### config.mk
export PLATFORM = sky130hd
export DESIGN_NAME = antialiased_line_rasterizer_top
export DESIGN_NICKNAME = d
export VERILOG_FILES = /design/src/hw/rtl/aalr_pkg.sv /design/src/hw/rtl/antialiased_line_rasterizer_top.sv
export SDC_FILE = /design/constraint.sdc
export NUM_CORES = 1
export LEC_CHECK = 0
export BUFFER_PORTS_ARGS = -buffer_cell sky130_fd_sc_hd__clkbuf_2
export CAP_MARGIN = 40
export CORE_UTILIZATION = 40
export CTS_CLUSTER_SIZE = 12
export DETAILED_ROUTE_END_ITERATION = 16
export GPL_TIMING_DRIVEN = 0
export PLACE_DENSITY_LB_ADDON = 0.05
export SKIP_LAST_GASP = 1
export SYNTH_ARGS = -nofsm -noshare
export SYNTH_HDL_FRONTEND = slang
export SYNTH_SLANG_ARGS = --single-unit
export TNS_END_PERCENT = 10
### constraint.sdc
create_clock -name i_clk -period 13.46 [get_ports i_clk]
set_input_delay 1.346 -clock i_clk [delete_from_list [all_inputs] [get_ports i_clk]]
set_output_delay 1.346 -clock i_clk [all_outputs]
set_load 0.005 [all_outputs]
### src/hw/rtl/aalr_pkg.sv
// shared types and constants for the antialiased line rasterizer
package aalr_pkg;

    // fixed widths of the result fields and the gradient datapath
    localparam int PX_W      = 14;
    localparam int WT_W      = 8;
    localparam int GRAD_FRAC = 16;
    localparam int SLOPE_W   = GRAD_FRAC + 2;
    localparam int QUO_W     = GRAD_FRAC + 1;

    // command codes carried in tuser
    localparam logic CMD_START = 1'b0;
    localparam logic CMD_STEP  = 1'b1;

    // sequencer states
    typedef enum logic [10:0] {
        ST_IDLE  = 11'b000_0000_0001,
        ST_SWAP  = 11'b000_0000_0010,
        ST_ORDER = 11'b000_0000_0100,
        ST_DIFF  = 11'b000_0000_1000,
        ST_DIV   = 11'b000_0001_0000,
        ST_MUL0  = 11'b000_0010_0000,
        ST_END0  = 11'b000_0100_0000,
        ST_MUL1  = 11'b000_1000_0000,
        ST_END1  = 11'b001_0000_0000,
        ST_STEP  = 11'b010_0000_0000,
        ST_OUT   = 11'b100_0000_0000
    } t_state;

    // one result word
    typedef struct packed {
        logic            valid;
        logic [PX_W-1:0] near_x;
        logic [PX_W-1:0] near_y;
        logic [WT_W-1:0] near_w;
        logic [PX_W-1:0] far_x;
        logic [PX_W-1:0] far_y;
        logic [WT_W-1:0] far_w;
        logic            done;
    } t_px_pair;

endpackage

### src/hw/rtl/antialiased_line_rasterizer_top.sv
// antialiased line rasterizer: sequencer, divider, shared multiplier, output register
//
// Input channel (s side): one word per command. tuser is the command (start or step),
// tdata holds start_x, start_y, end_x, end_y (16 bits each, unsigned fixed point),
// used on start only. Output channel (m side): exactly one word per command.
// tuser is valid_res, tlast is line_done, tdata holds the pixel pair.
// A start runs two compare/swap states (swap, order), one setup state, the gradient divider
// (slope set to one when dx is zero, else one quotient bit per cycle), then two
// multiply/add passes through one shared multiplier for the endpoint minor values;
// the first column is registered after the second pass and then offered.
// A step word computes its column in the step state and the registered result is then
// offered. A step with no line in progress returns a word with valid_res low and all
// fields zero. One command is in flight at a time: tready is high only when the
// sequencer is idle, and the result word sits in the output register until the
// receiver takes it; a stall on the m side holds the word and keeps tready low.
// The next command can be taken in the cycle after the result is taken.
// Synchronous reset puts the sequencer in idle with no line in progress and no
// result pending.
module antialiased_line_rasterizer_top #(
    parameter int COORD_INT_BITS  = 12,
    parameter int COORD_FRAC_BITS = 4,
    parameter int WEIGHT_BITS     = 8
) (
    input  logic        i_clk,
    input  logic        i_rst_n,
    input  logic        i_s_tvalid,
    output logic        o_s_tready,
    // start_x, start_y, end_x, end_y
    input  logic [63:0] i_s_tdata,
    // command
    input  logic [0:0]  i_s_tuser,
    output logic        o_m_tvalid,
    input  logic        i_m_tready,
    // near_px_x, near_px_y, near_weight, far_px_x, far_px_y, far_weight
    output logic [71:0] o_m_tdata,
    // valid_res
    output logic [0:0]  o_m_tuser,
    output logic        o_m_tlast
);

    localparam int CW    = COORD_INT_BITS + COORD_FRAC_BITS;
    localparam int CF    = COORD_FRAC_BITS;
    localparam int JW    = COORD_INT_BITS + 1;
    localparam int MW    = COORD_INT_BITS + 19;
    localparam int DW    = COORD_FRAC_BITS + 2;
    localparam int SW    = aalr_pkg::SLOPE_W;
    localparam int QW    = aalr_pkg::QUO_W;
    localparam int PW    = SW + DW;
    localparam int HALF  = (1 << COORD_FRAC_BITS) >> 1;
    localparam logic [15:0] CMASK = 16'((1 << CW) - 1);

    // pixel pair from a major position and a minor value
    function automatic aalr_pkg::t_px_pair emit_pair(
        input logic [JW-1:0]        major,
        input logic signed [MW-1:0] minor,
        input logic                 done,
        input logic                 steep
    );
        logic signed [MW-17:0]                 fl;
        logic [WEIGHT_BITS-1:0]                fr;
        logic [WEIGHT_BITS-1:0]                frn;
        logic [aalr_pkg::PX_W-1:0]             m0;
        logic [aalr_pkg::PX_W-1:0]             m1;
        logic [aalr_pkg::PX_W-1:0]             mj;
        aalr_pkg::t_px_pair                    p;
        fl  = (MW-16)'(minor >>> aalr_pkg::GRAD_FRAC);
        fr  = minor[aalr_pkg::GRAD_FRAC-1 -: WEIGHT_BITS];
        frn = ~fr;
        m0  = aalr_pkg::PX_W'(fl);
        m1  = m0 + aalr_pkg::PX_W'(1);
        mj  = aalr_pkg::PX_W'(major);
        p.valid  = 1'b1;
        p.near_x = steep ? m0 : mj;
        p.near_y = steep ? mj : m0;
        p.far_x  = steep ? m1 : mj;
        p.far_y  = steep ? mj : m1;
        p.near_w = aalr_pkg::WT_W'(frn);
        p.far_w  = aalr_pkg::WT_W'(fr);
        p.done   = done;
        return p;
    endfunction

    aalr_pkg::t_state r_state, n_state;

    logic [CW-1:0]        r_x0, n_x0, r_y0, n_y0, r_x1, n_x1, r_y1, n_y1;
    logic                 r_steep, n_steep;
    logic                 r_neg, n_neg;
    logic [CW-1:0]        r_dx, n_dx;
    logic [CW:0]          r_rem, n_rem;
    logic [QW-1:0]        r_quo, n_quo;
    logic [4:0]           r_cnt, n_cnt;
    logic signed [SW-1:0] r_slope, n_slope;
    logic [JW-1:0]        r_pos, n_pos, r_last, n_last;
    logic signed [MW-1:0] r_accum, n_accum, r_at_last, n_at_last;
    logic signed [PW-1:0] r_prod, n_prod;
    logic                 r_active, n_active;
    aalr_pkg::t_px_pair   r_res, n_res;

    // masked input coordinates
    logic [CW-1:0] in_x0, in_y0, in_x1, in_y1;
    assign in_x0 = CW'(i_s_tdata[15:0]  & CMASK);
    assign in_y0 = CW'(i_s_tdata[31:16] & CMASK);
    assign in_x1 = CW'(i_s_tdata[47:32] & CMASK);
    assign in_y1 = CW'(i_s_tdata[63:48] & CMASK);

    // steepness test
    logic signed [CW:0] sdx, sdy;
    logic [CW:0]        adx, ady;
    assign sdx = $signed({1'b0, r_x1}) - $signed({1'b0, r_x0});
    assign sdy = $signed({1'b0, r_y1}) - $signed({1'b0, r_y0});
    assign adx = sdx[CW] ? $unsigned(-sdx) : $unsigned(sdx);
    assign ady = sdy[CW] ? $unsigned(-sdy) : $unsigned(sdy);

    // major axis rounding, half rounds up
    logic [CW:0] rnd0, rnd1;
    assign rnd0 = {1'b0, r_x0} + (CW+1)'(HALF);
    assign rnd1 = {1'b0, r_x1} + (CW+1)'(HALF);

    // restoring divider step
    logic          rem_ge;
    logic [CW:0]   rem_sub;
    logic [QW-1:0] quo_nx;
    assign rem_ge  = r_rem >= {1'b0, r_dx};
    assign rem_sub = rem_ge ? (r_rem - {1'b0, r_dx}) : r_rem;
    assign quo_nx  = {r_quo[QW-2:0], rem_ge};

    // shared multiplier: gradient times endpoint offset
    logic [CW-1:0]        mul_x;
    logic [JW-1:0]        mul_r;
    logic signed [CW+1:0] dfull;
    logic signed [DW-1:0] diff;
    logic signed [PW-1:0] prod_c;
    assign mul_x  = (r_state == aalr_pkg::ST_MUL1) ? r_x1 : r_x0;
    assign mul_r  = (r_state == aalr_pkg::ST_MUL1) ? r_last : r_pos;
    assign dfull  = $signed((CW+2)'(mul_r) << CF) - $signed((CW+2)'(mul_x));
    assign diff   = DW'(dfull);
    assign prod_c = r_slope * diff;

    // endpoint minor value
    logic [CW-1:0]        y_sel;
    logic signed [MW-1:0] ybase, minor_end;
    assign y_sel     = (r_state == aalr_pkg::ST_END1) ? r_y1 : r_y0;
    assign ybase     = $signed(MW'(y_sel) << (aalr_pkg::GRAD_FRAC - CF));
    assign minor_end = ybase + MW'(r_prod >>> CF);

    // column advance
    logic [JW:0] pos_inc;
    logic        more;
    assign pos_inc = (JW+1)'(r_pos) + (JW+1)'(1);
    assign more    = pos_inc < (JW+1)'(r_last);

    // sequencer and datapath next state
    always_comb begin
        n_state   = r_state;
        n_x0      = r_x0;
        n_y0      = r_y0;
        n_x1      = r_x1;
        n_y1      = r_y1;
        n_steep   = r_steep;
        n_neg     = r_neg;
        n_dx      = r_dx;
        n_rem     = r_rem;
        n_quo     = r_quo;
        n_cnt     = r_cnt;
        n_slope   = r_slope;
        n_pos     = r_pos;
        n_last    = r_last;
        n_accum   = r_accum;
        n_at_last = r_at_last;
        n_prod    = r_prod;
        n_active  = r_active;
        n_res     = r_res;
        unique case (r_state)
            aalr_pkg::ST_IDLE: begin
                if (i_s_tvalid) begin
                    if (i_s_tuser[0] == aalr_pkg::CMD_START) begin
                        n_x0    = in_x0;
                        n_y0    = in_y0;
                        n_x1    = in_x1;
                        n_y1    = in_y1;
                        n_state = aalr_pkg::ST_SWAP;
                    end else begin
                        n_state = aalr_pkg::ST_STEP;
                    end
                end
            end
            aalr_pkg::ST_SWAP: begin
                n_steep = ady > adx;
                if (ady > adx) begin
                    n_x0 = r_y0;
                    n_y0 = r_x0;
                    n_x1 = r_y1;
                    n_y1 = r_x1;
                end
                n_state = aalr_pkg::ST_ORDER;
            end
            aalr_pkg::ST_ORDER: begin
                if (r_x0 > r_x1) begin
                    n_x0 = r_x1;
                    n_y0 = r_y1;
                    n_x1 = r_x0;
                    n_y1 = r_y0;
                end
                n_state = aalr_pkg::ST_DIFF;
            end
            aalr_pkg::ST_DIFF: begin
                n_dx    = r_x1 - r_x0;
                n_neg   = sdy[CW];
                n_rem   = ady;
                n_quo   = '0;
                n_cnt   = '0;
                n_pos   = rnd0[CW:CF];
                n_last  = rnd1[CW:CF];
                n_state = aalr_pkg::ST_DIV;
            end
            aalr_pkg::ST_DIV: begin
                if (r_dx == '0) begin
                    n_slope = SW'(1 << aalr_pkg::GRAD_FRAC);
                    n_state = aalr_pkg::ST_MUL0;
                end else begin
                    n_rem = {rem_sub[CW-1:0], 1'b0};
                    n_quo = quo_nx;
                    n_cnt = r_cnt + 5'd1;
                    if (r_cnt == 5'(QW - 1)) begin
                        n_slope = r_neg ? -$signed({1'b0, quo_nx}) : $signed({1'b0, quo_nx});
                        n_state = aalr_pkg::ST_MUL0;
                    end
                end
            end
            aalr_pkg::ST_MUL0: begin
                n_prod  = prod_c;
                n_state = aalr_pkg::ST_END0;
            end
            aalr_pkg::ST_END0: begin
                n_accum = minor_end;
                n_state = aalr_pkg::ST_MUL1;
            end
            aalr_pkg::ST_MUL1: begin
                n_prod  = prod_c;
                n_state = aalr_pkg::ST_END1;
            end
            aalr_pkg::ST_END1: begin
                n_at_last = minor_end;
                n_res     = emit_pair(r_pos, r_accum, 1'b0, r_steep);
                n_accum   = r_accum + MW'(r_slope);
                n_active  = 1'b1;
                n_state   = aalr_pkg::ST_OUT;
            end
            aalr_pkg::ST_STEP: begin
                if (!r_active) begin
                    n_res = '0;
                end else if (more) begin
                    n_pos   = pos_inc[JW-1:0];
                    n_res   = emit_pair(pos_inc[JW-1:0], r_accum, 1'b0, r_steep);
                    n_accum = r_accum + MW'(r_slope);
                end else begin
                    n_pos    = r_last;
                    n_res    = emit_pair(r_last, r_at_last, 1'b1, r_steep);
                    n_active = 1'b0;
                end
                n_state = aalr_pkg::ST_OUT;
            end
            aalr_pkg::ST_OUT: begin
                if (i_m_tready) begin
                    n_state = aalr_pkg::ST_IDLE;
                end
            end
            default: begin
                n_state = aalr_pkg::ST_IDLE;
            end
        endcase
    end

    // control registers
    always_ff @(posedge i_clk) begin
        if (!i_rst_n) begin
            r_state  <= aalr_pkg::ST_IDLE;
            r_active <= 1'b0;
        end else begin
            r_state  <= n_state;
            r_active <= n_active;
        end
    end

    // datapath registers
    always_ff @(posedge i_clk) begin
        r_x0      <= n_x0;
        r_y0      <= n_y0;
        r_x1      <= n_x1;
        r_y1      <= n_y1;
        r_steep   <= n_steep;
        r_neg     <= n_neg;
        r_dx      <= n_dx;
        r_rem     <= n_rem;
        r_quo     <= n_quo;
        r_cnt     <= n_cnt;
        r_slope   <= n_slope;
        r_pos     <= n_pos;
        r_last    <= n_last;
        r_accum   <= n_accum;
        r_at_last <= n_at_last;
        r_prod    <= n_prod;
        r_res     <= n_res;
    end

    // ports
    assign o_s_tready = (r_state == aalr_pkg::ST_IDLE);
    assign o_m_tvalid = (r_state == aalr_pkg::ST_OUT);
    assign o_m_tdata  = {r_res.far_w, r_res.far_y, r_res.far_x,
                         r_res.near_w, r_res.near_y, r_res.near_x};
    assign o_m_tuser  = r_res.valid;
    assign o_m_tlast  = r_res.done;

endmodule

# [After elaboration in Yosys (flattened, before gate mapping)]
# Index checks and enable logic that the tools add are counted.
[word_totals] register_bits=335 latch_bits=0 ramBits=0 rom_bits=0 word_cells=149 mem_count=0
[op_classes] n_addsub=16 n_mul=1 n_div=0 order_cmp=4 eq_ne=21 shifts=0 n_mux=64 bitwise=2 n_reduce_logical=15
[ops] cell="$mux 16" n=19
[ops] cell="$pmux 16 s3" n=4
[ops] cell="$mux 14" n=12
[ops] cell="$pmux 74 s2" n=1
[ops] cell="$pmux 11 s10" n=1
[ops] cell="$pmux 31 s3" n=1
[ops] cell="$mux 74" n=1
[ops] cell="$mux 73" n=1
[ops] cell="$mux 31" n=2
[ops] cell="$mux 17" n=3
[ops] cell="$mux 11" n=4
[ops] cell="$mux 18" n=2
[ops] cell="$add 16x4->17 const B" n=2
[ops] cell="$neg 17->17" n=2
[ops] cell="$pmux 17 s2" n=1
[ops] cell="$sub 16x16->17" n=2
[ops] cell="$pmux 16 s2" n=1
[ops] cell="$sub 16x16->16" n=2
[ops] cell="$add 31x18->31" n=1
[ops] cell="$add 29x20->30" n=1
[ops] cell="$add 14x1->14 const B" n=2
[ops] cell="$mux 13" n=2
[ops] cell="$pmux 13 s2" n=1
[ops] cell="$mul 18x6->24" n=1
[ops] cell="38 further kinds" n=54

# [Longest topological paths before layout]
[depth] depth_word=6 ltp_mapped=28 mapped_depth_nobuf=27

# [Least setup slack after synthesis]
# OpenSTA, ideal clock, no wires.
[synth_path] kind="reg-to-reg" from="register r_x1[0]" to="register r_x0[0] (enable)" arrival_ns=8.814 required_time_ns=12.871 slack_ns=4.057 path_stages_with_launch=26 n_path_buf=2 cell_sequence="edfxtp_1 inv_1 ha_1 inv_1 fa_1 a21o_1 a22o_1 a2111o_1 a41oi_1 nor2b_1 o21ai_0 nand2b_1 clkbuf_1 clkbuf_1 nor2_1 xnor2_1 ha_1 nand4_1 nor2_1 a211oi_1 o21ai_0 a221oi_1 o21a_1 a21oi_1 nor2b_1 a221oi_1"
[synth_between] elab_chain_len=6 elab_cells_between_ends=8 cone_classes="add/sub (2); order compare (2); eq/ne (2); mux (1); reduce/logical (1)"
[synth_lines] element="start, declared" line="antialiased_line_rasterizer_top.sv:85" text="logic [CW-1:0] r_x0, n_x0, r_y0, n_y0, r_x1, n_x1, r_y1, n_y1;"
[synth_lines] element="start signal, assigned" line="antialiased_line_rasterizer_top.sv:289" text="r_x1 <= n_x1;"
[synth_lines] element="$sub 16x16->17" line="antialiased_line_rasterizer_top.sv:109" text="assign sdx = $signed({1'b0, r_x1}) - $signed({1'b0, r_x0});"
[synth_lines] element="$neg 17->17" line="antialiased_line_rasterizer_top.sv:111" text="assign adx = sdx[CW] ? $unsigned(-sdx) : $unsigned(sdx);"
[synth_lines] element="$mux 17" line="antialiased_line_rasterizer_top.sv:111"
[synth_lines] element="$gt 17x17->1" line="antialiased_line_rasterizer_top.sv:189" text="if (ady > adx) begin"
[synth_lines] element="$ne 2x2->1 (no source line)"
[synth_lines] element="$reduce_and 5->1 (no source line) *"
[synth_lines] element="end signal, assigned" line="antialiased_line_rasterizer_top.sv:287" text="r_x0 <= n_x0;"
[synth_lines] element="end, declared" line="antialiased_line_rasterizer_top.sv:85"
# Mark *: on every way between the ends. The rest lies on a longest branch, timed or not.
# A chain may end at the register's enable or synchronous reset.

# [Worst setup path in the final report]
[layout_path] from="register r_state[2]" to="register r_prod[22] (data pin)"
[layout_between] elab_chain_len=4 elab_cells_between_ends=5 cone_classes="add/sub (1); mul (1); eq/ne (1); mux (2)"
[layout_lines] element="start, declared" line="antialiased_line_rasterizer_top.sv:83" text="aalr_pkg::t_state r_state, n_state;"
[layout_lines] element="start signal, assigned" line="antialiased_line_rasterizer_top.sv:277" text="r_state <= aalr_pkg::ST_IDLE;"
[layout_lines] element="start signal, assigned" line="antialiased_line_rasterizer_top.sv:280" text="r_state <= n_state;"
[layout_lines] element="$eq 11x8->1 *" line="antialiased_line_rasterizer_top.sv:133, antialiased_line_rasterizer_top.sv:134"
[layout_lines] element="$mux 6 or $mux 2 (tied branches)" line="antialiased_line_rasterizer_top.sv:133, antialiased_line_rasterizer_top.sv:134"
[layout_lines] element="$sub 6x6->6 *" line="antialiased_line_rasterizer_top.sv:135" text="assign dfull = $signed((CW+2)'(mul_r) << CF) - $signed((CW+2)'(mul_x));"
[layout_lines] element="$mul 18x6->24 *" line="antialiased_line_rasterizer_top.sv:137" text="assign prod_c = r_slope * diff;"
[layout_lines] element="via prod_c[22]" line="antialiased_line_rasterizer_top.sv:132" text="logic signed [PW-1:0] prod_c;"
[layout_lines] element="end signal, assigned" line="antialiased_line_rasterizer_top.sv:302" text="r_prod <= n_prod;"
[layout_lines] element="end, declared" line="antialiased_line_rasterizer_top.sv:95" text="logic signed [PW-1:0] r_prod, n_prod;"
# The timed path passes the listed nets; every way through them passes the cells marked *.

==> reports/metrics.csv <==
metric,value,unit
status,"finished, final reports clean",
p_int,3.07,mW
power.switching,2.08,mW
io_pins,145,
cts-resized-gates,0,
maxSlewViolCount,0,
place_hpwl,61.1,mm
grt_pass1_vias,19899,
whs_path_depth,0,
drc,0,
grtUsageTotal,0.244,
die_x,251,um
synth_warnings,0,
grt_use_met1,0.323,
reg2reg_from,r_state[2],
dp_slack,4.56,ns
cts_tree,built,
dieArea,0.0632,sq mm
rr_worst_depth,26,
synth.most_common_cell,nand2_1,
antenna_cells,0,
coreArea,0.0616,sq mm
maxCapViolations,0,
ys_dominant_reg_cell,edfxtp_1,
skew,0.0343,ns
met2_usage,0.415,
synth.largest_area_cell,edfxtp_1,
syn_to_final_growth,13.9,%
crit_top_cell,fa_1,
startpoint_type,flip-flop,
synth_seq_area_share,0.384,
grt-ovfl-total,0,
regToRegEndpoint,r_prod[22],
share_comb_of_total_power,0.509,
htree_levels,2,
synth.area.top_cells,"edfxtp_1 37%, ha_1 8.9%, fa_1 6.4%, nand2_1 4.9%, xnor2_1 4.0%",
num_rows,91,
cp.required,13.75,ns
period_minus_slack,8.79,ns
cts_buffer_depth,3,
rsz0062_at_grt,no,
hold_class,flip-flop to flip-flop,
synth-async-reset-ratio,0,
final-hold-violation-count,0,
slowest_stage,or4_1,
avgSynthCellArea,9.60,sq um
tns,0,ns
root_buffer,clkbuf_16,
io_buffer_count,144,
synth_top_cells_by_count,"326 x nand2_1, 310 x edfxtp_1, 217 x inv_1",
cts_made_buffers,40,
hold_end,r_at_last[9],
grt_pass1_wl,117,mm
clock_latency,0.59,ns
post-route-period-util,0.653,
layout.nets,3119,
ys_ff_latch,322,
relSlewSlack,0.378,
start_util,0.404,
synth_top_area_share,0.374,
fin_ws,4.67,ns
p_leak,11.8,nW
met3_usage,0.0289,
tightestPinTransition,0.932,ns
wl,77.2,mm
drt-initial-drc-count,1397,
gp_congestion,0.917,
clkPwrFrac,0.223,
clk_pin_slew,0.06,ns
reg2reg_slack,4.67,ns
crit_fanout,10,
p_sw_frac,0.404,
crit_family,adder cells,
arrival,9.08,ns
synth_cell_types,81,
setup_viol,0,
critPathKind,flip-flop to flip-flop,
path_buf_inv,5,
ant_nets,0,
via_count,20383,
post_drt_wl_per_cell,21.1,um
synthCells,2591,
powerDensity,182,mW/mm^2
cts_setup_buffers,0,
worstHoldStart,r_prod[13],
power_frac_seq,0.268,
peakVddDrop,0.0966,mV
endpoint_kind,flip-flop,
viasPerCell,5.57,
syn-cell-area,0.0249,sq mm
die_height,251,um
firstDrtPassIters,6,
grt_max_degree,42,
fmax,0.114,GHz
drive_gt1_frac,0.101,
syn_nets,2916,
holdBufCountCts,0,
synth_edf_count,310,
cts.sinks,322,
antenna_found_initial,0,
grt-busiest-layer,met2,
slowest_delay,0.55,ns
==> cells by family after synthesis <==
family / count (synthesis) / synth area share
AOI/OAI and AO/OA: 596 / 0.159
xor gates and xnor gates: 201 / 0.0715
adders and majority gates: 256 / 0.153
buffers and inverters: 308 / 0.0471
DFF: 322 / 0.384
muxes: 53 / 0.0226
and+or+nand+nor: 855 / 0.163
==> routing by layer <==
layer	routed length (um)	up-vias
met1	34300	10039
met5	0	-
met4	2230	0
met2	37000	549
met3	3610	122
li1	-	9673
==> power groups by stage <==
stage,Clock (mW),Combinational [mW],Sequential (mW)
floorplan,0,1.89,1.37
global placement,0,2.55,1.41
detailed placement,0,2.61,1.40
CTS,1.17,2.63,1.38
global route,1.20,2.94,1.38
finish,1.15,2.62,1.38
==> layout by cell type, fill, tap and decap left out, drive strengths merged, types with 42 or more instances in the layout <==
cell	n
a21oi	128
xnor2	114
xor2	87
nand3	50
ha	177
and2	42
a21o	47
fa	79
edfxtp	310
nor2	187
a22oi	95
clkbuf	272
nand2	326
nor2b	51
o21ai	134
inv	217
==> cell type report <==
cell class,instances,area [sq um]
Fill cell,5938,33300
Multi-Input combinational cell,1961,14200
Buffer,90,355
Sequential cell,322,9550
Clock buffer,49,1060
Tap cell,837,1050
Clock inverter,24,323
Timing Repair Buffer,161,972
Inverter,218,821
==> registers in the layout, indices dropped and copies added (netlist names), 5 cells and up <==
| name | count |
|---|---|
| r_prod | 20 |
| r_slope | 18 |
| r_cnt | 5 |
| r_last | 13 |
| r_pos | 13 |
| o_m_tdata | 72 |
| r_accum | 30 |
| r_quo | 16 |
| r_x1 | 16 |
| r_at_last | 22 |
| r_dx | 16 |
| r_y1 | 16 |
| r_state | 11 |
| r_y0 | 16 |
| r_x0 | 16 |
| r_rem | 17 |
==> worst max path at each step <==
stage	from	end	slack, ns	cells past startpoint
after floorplan	r_x1[0]	r_x0[0]	4.06	25
after global placement	r_y0[0]	r_x1[14]	0.37	22
after detailed placement	r_state[10]	r_prod[22]	4.56	26
after CTS	r_state[10]	r_prod[22]	4.57	26
after global routing	r_state[2]	r_prod[22]	4.11	26
final	r_state[2]	r_prod[22]	4.67	26
==> stage by stage <==
stage	cells	area, sq um	util	hold slack (ns)	power (mW)
floorplan	2591	24900	-	0.426	3.26
global placement	3572	26600	0.432	0.454	3.96
detailed placement	3589	26900	0.437	0.441	4.01
CTS	3662	28300	0.460	0.453	5.18
global route	3662	28300	0.460	0.467	5.53
finish	3662	28300	0.460	0.453	5.14
(Power assumes the default switching activity.)
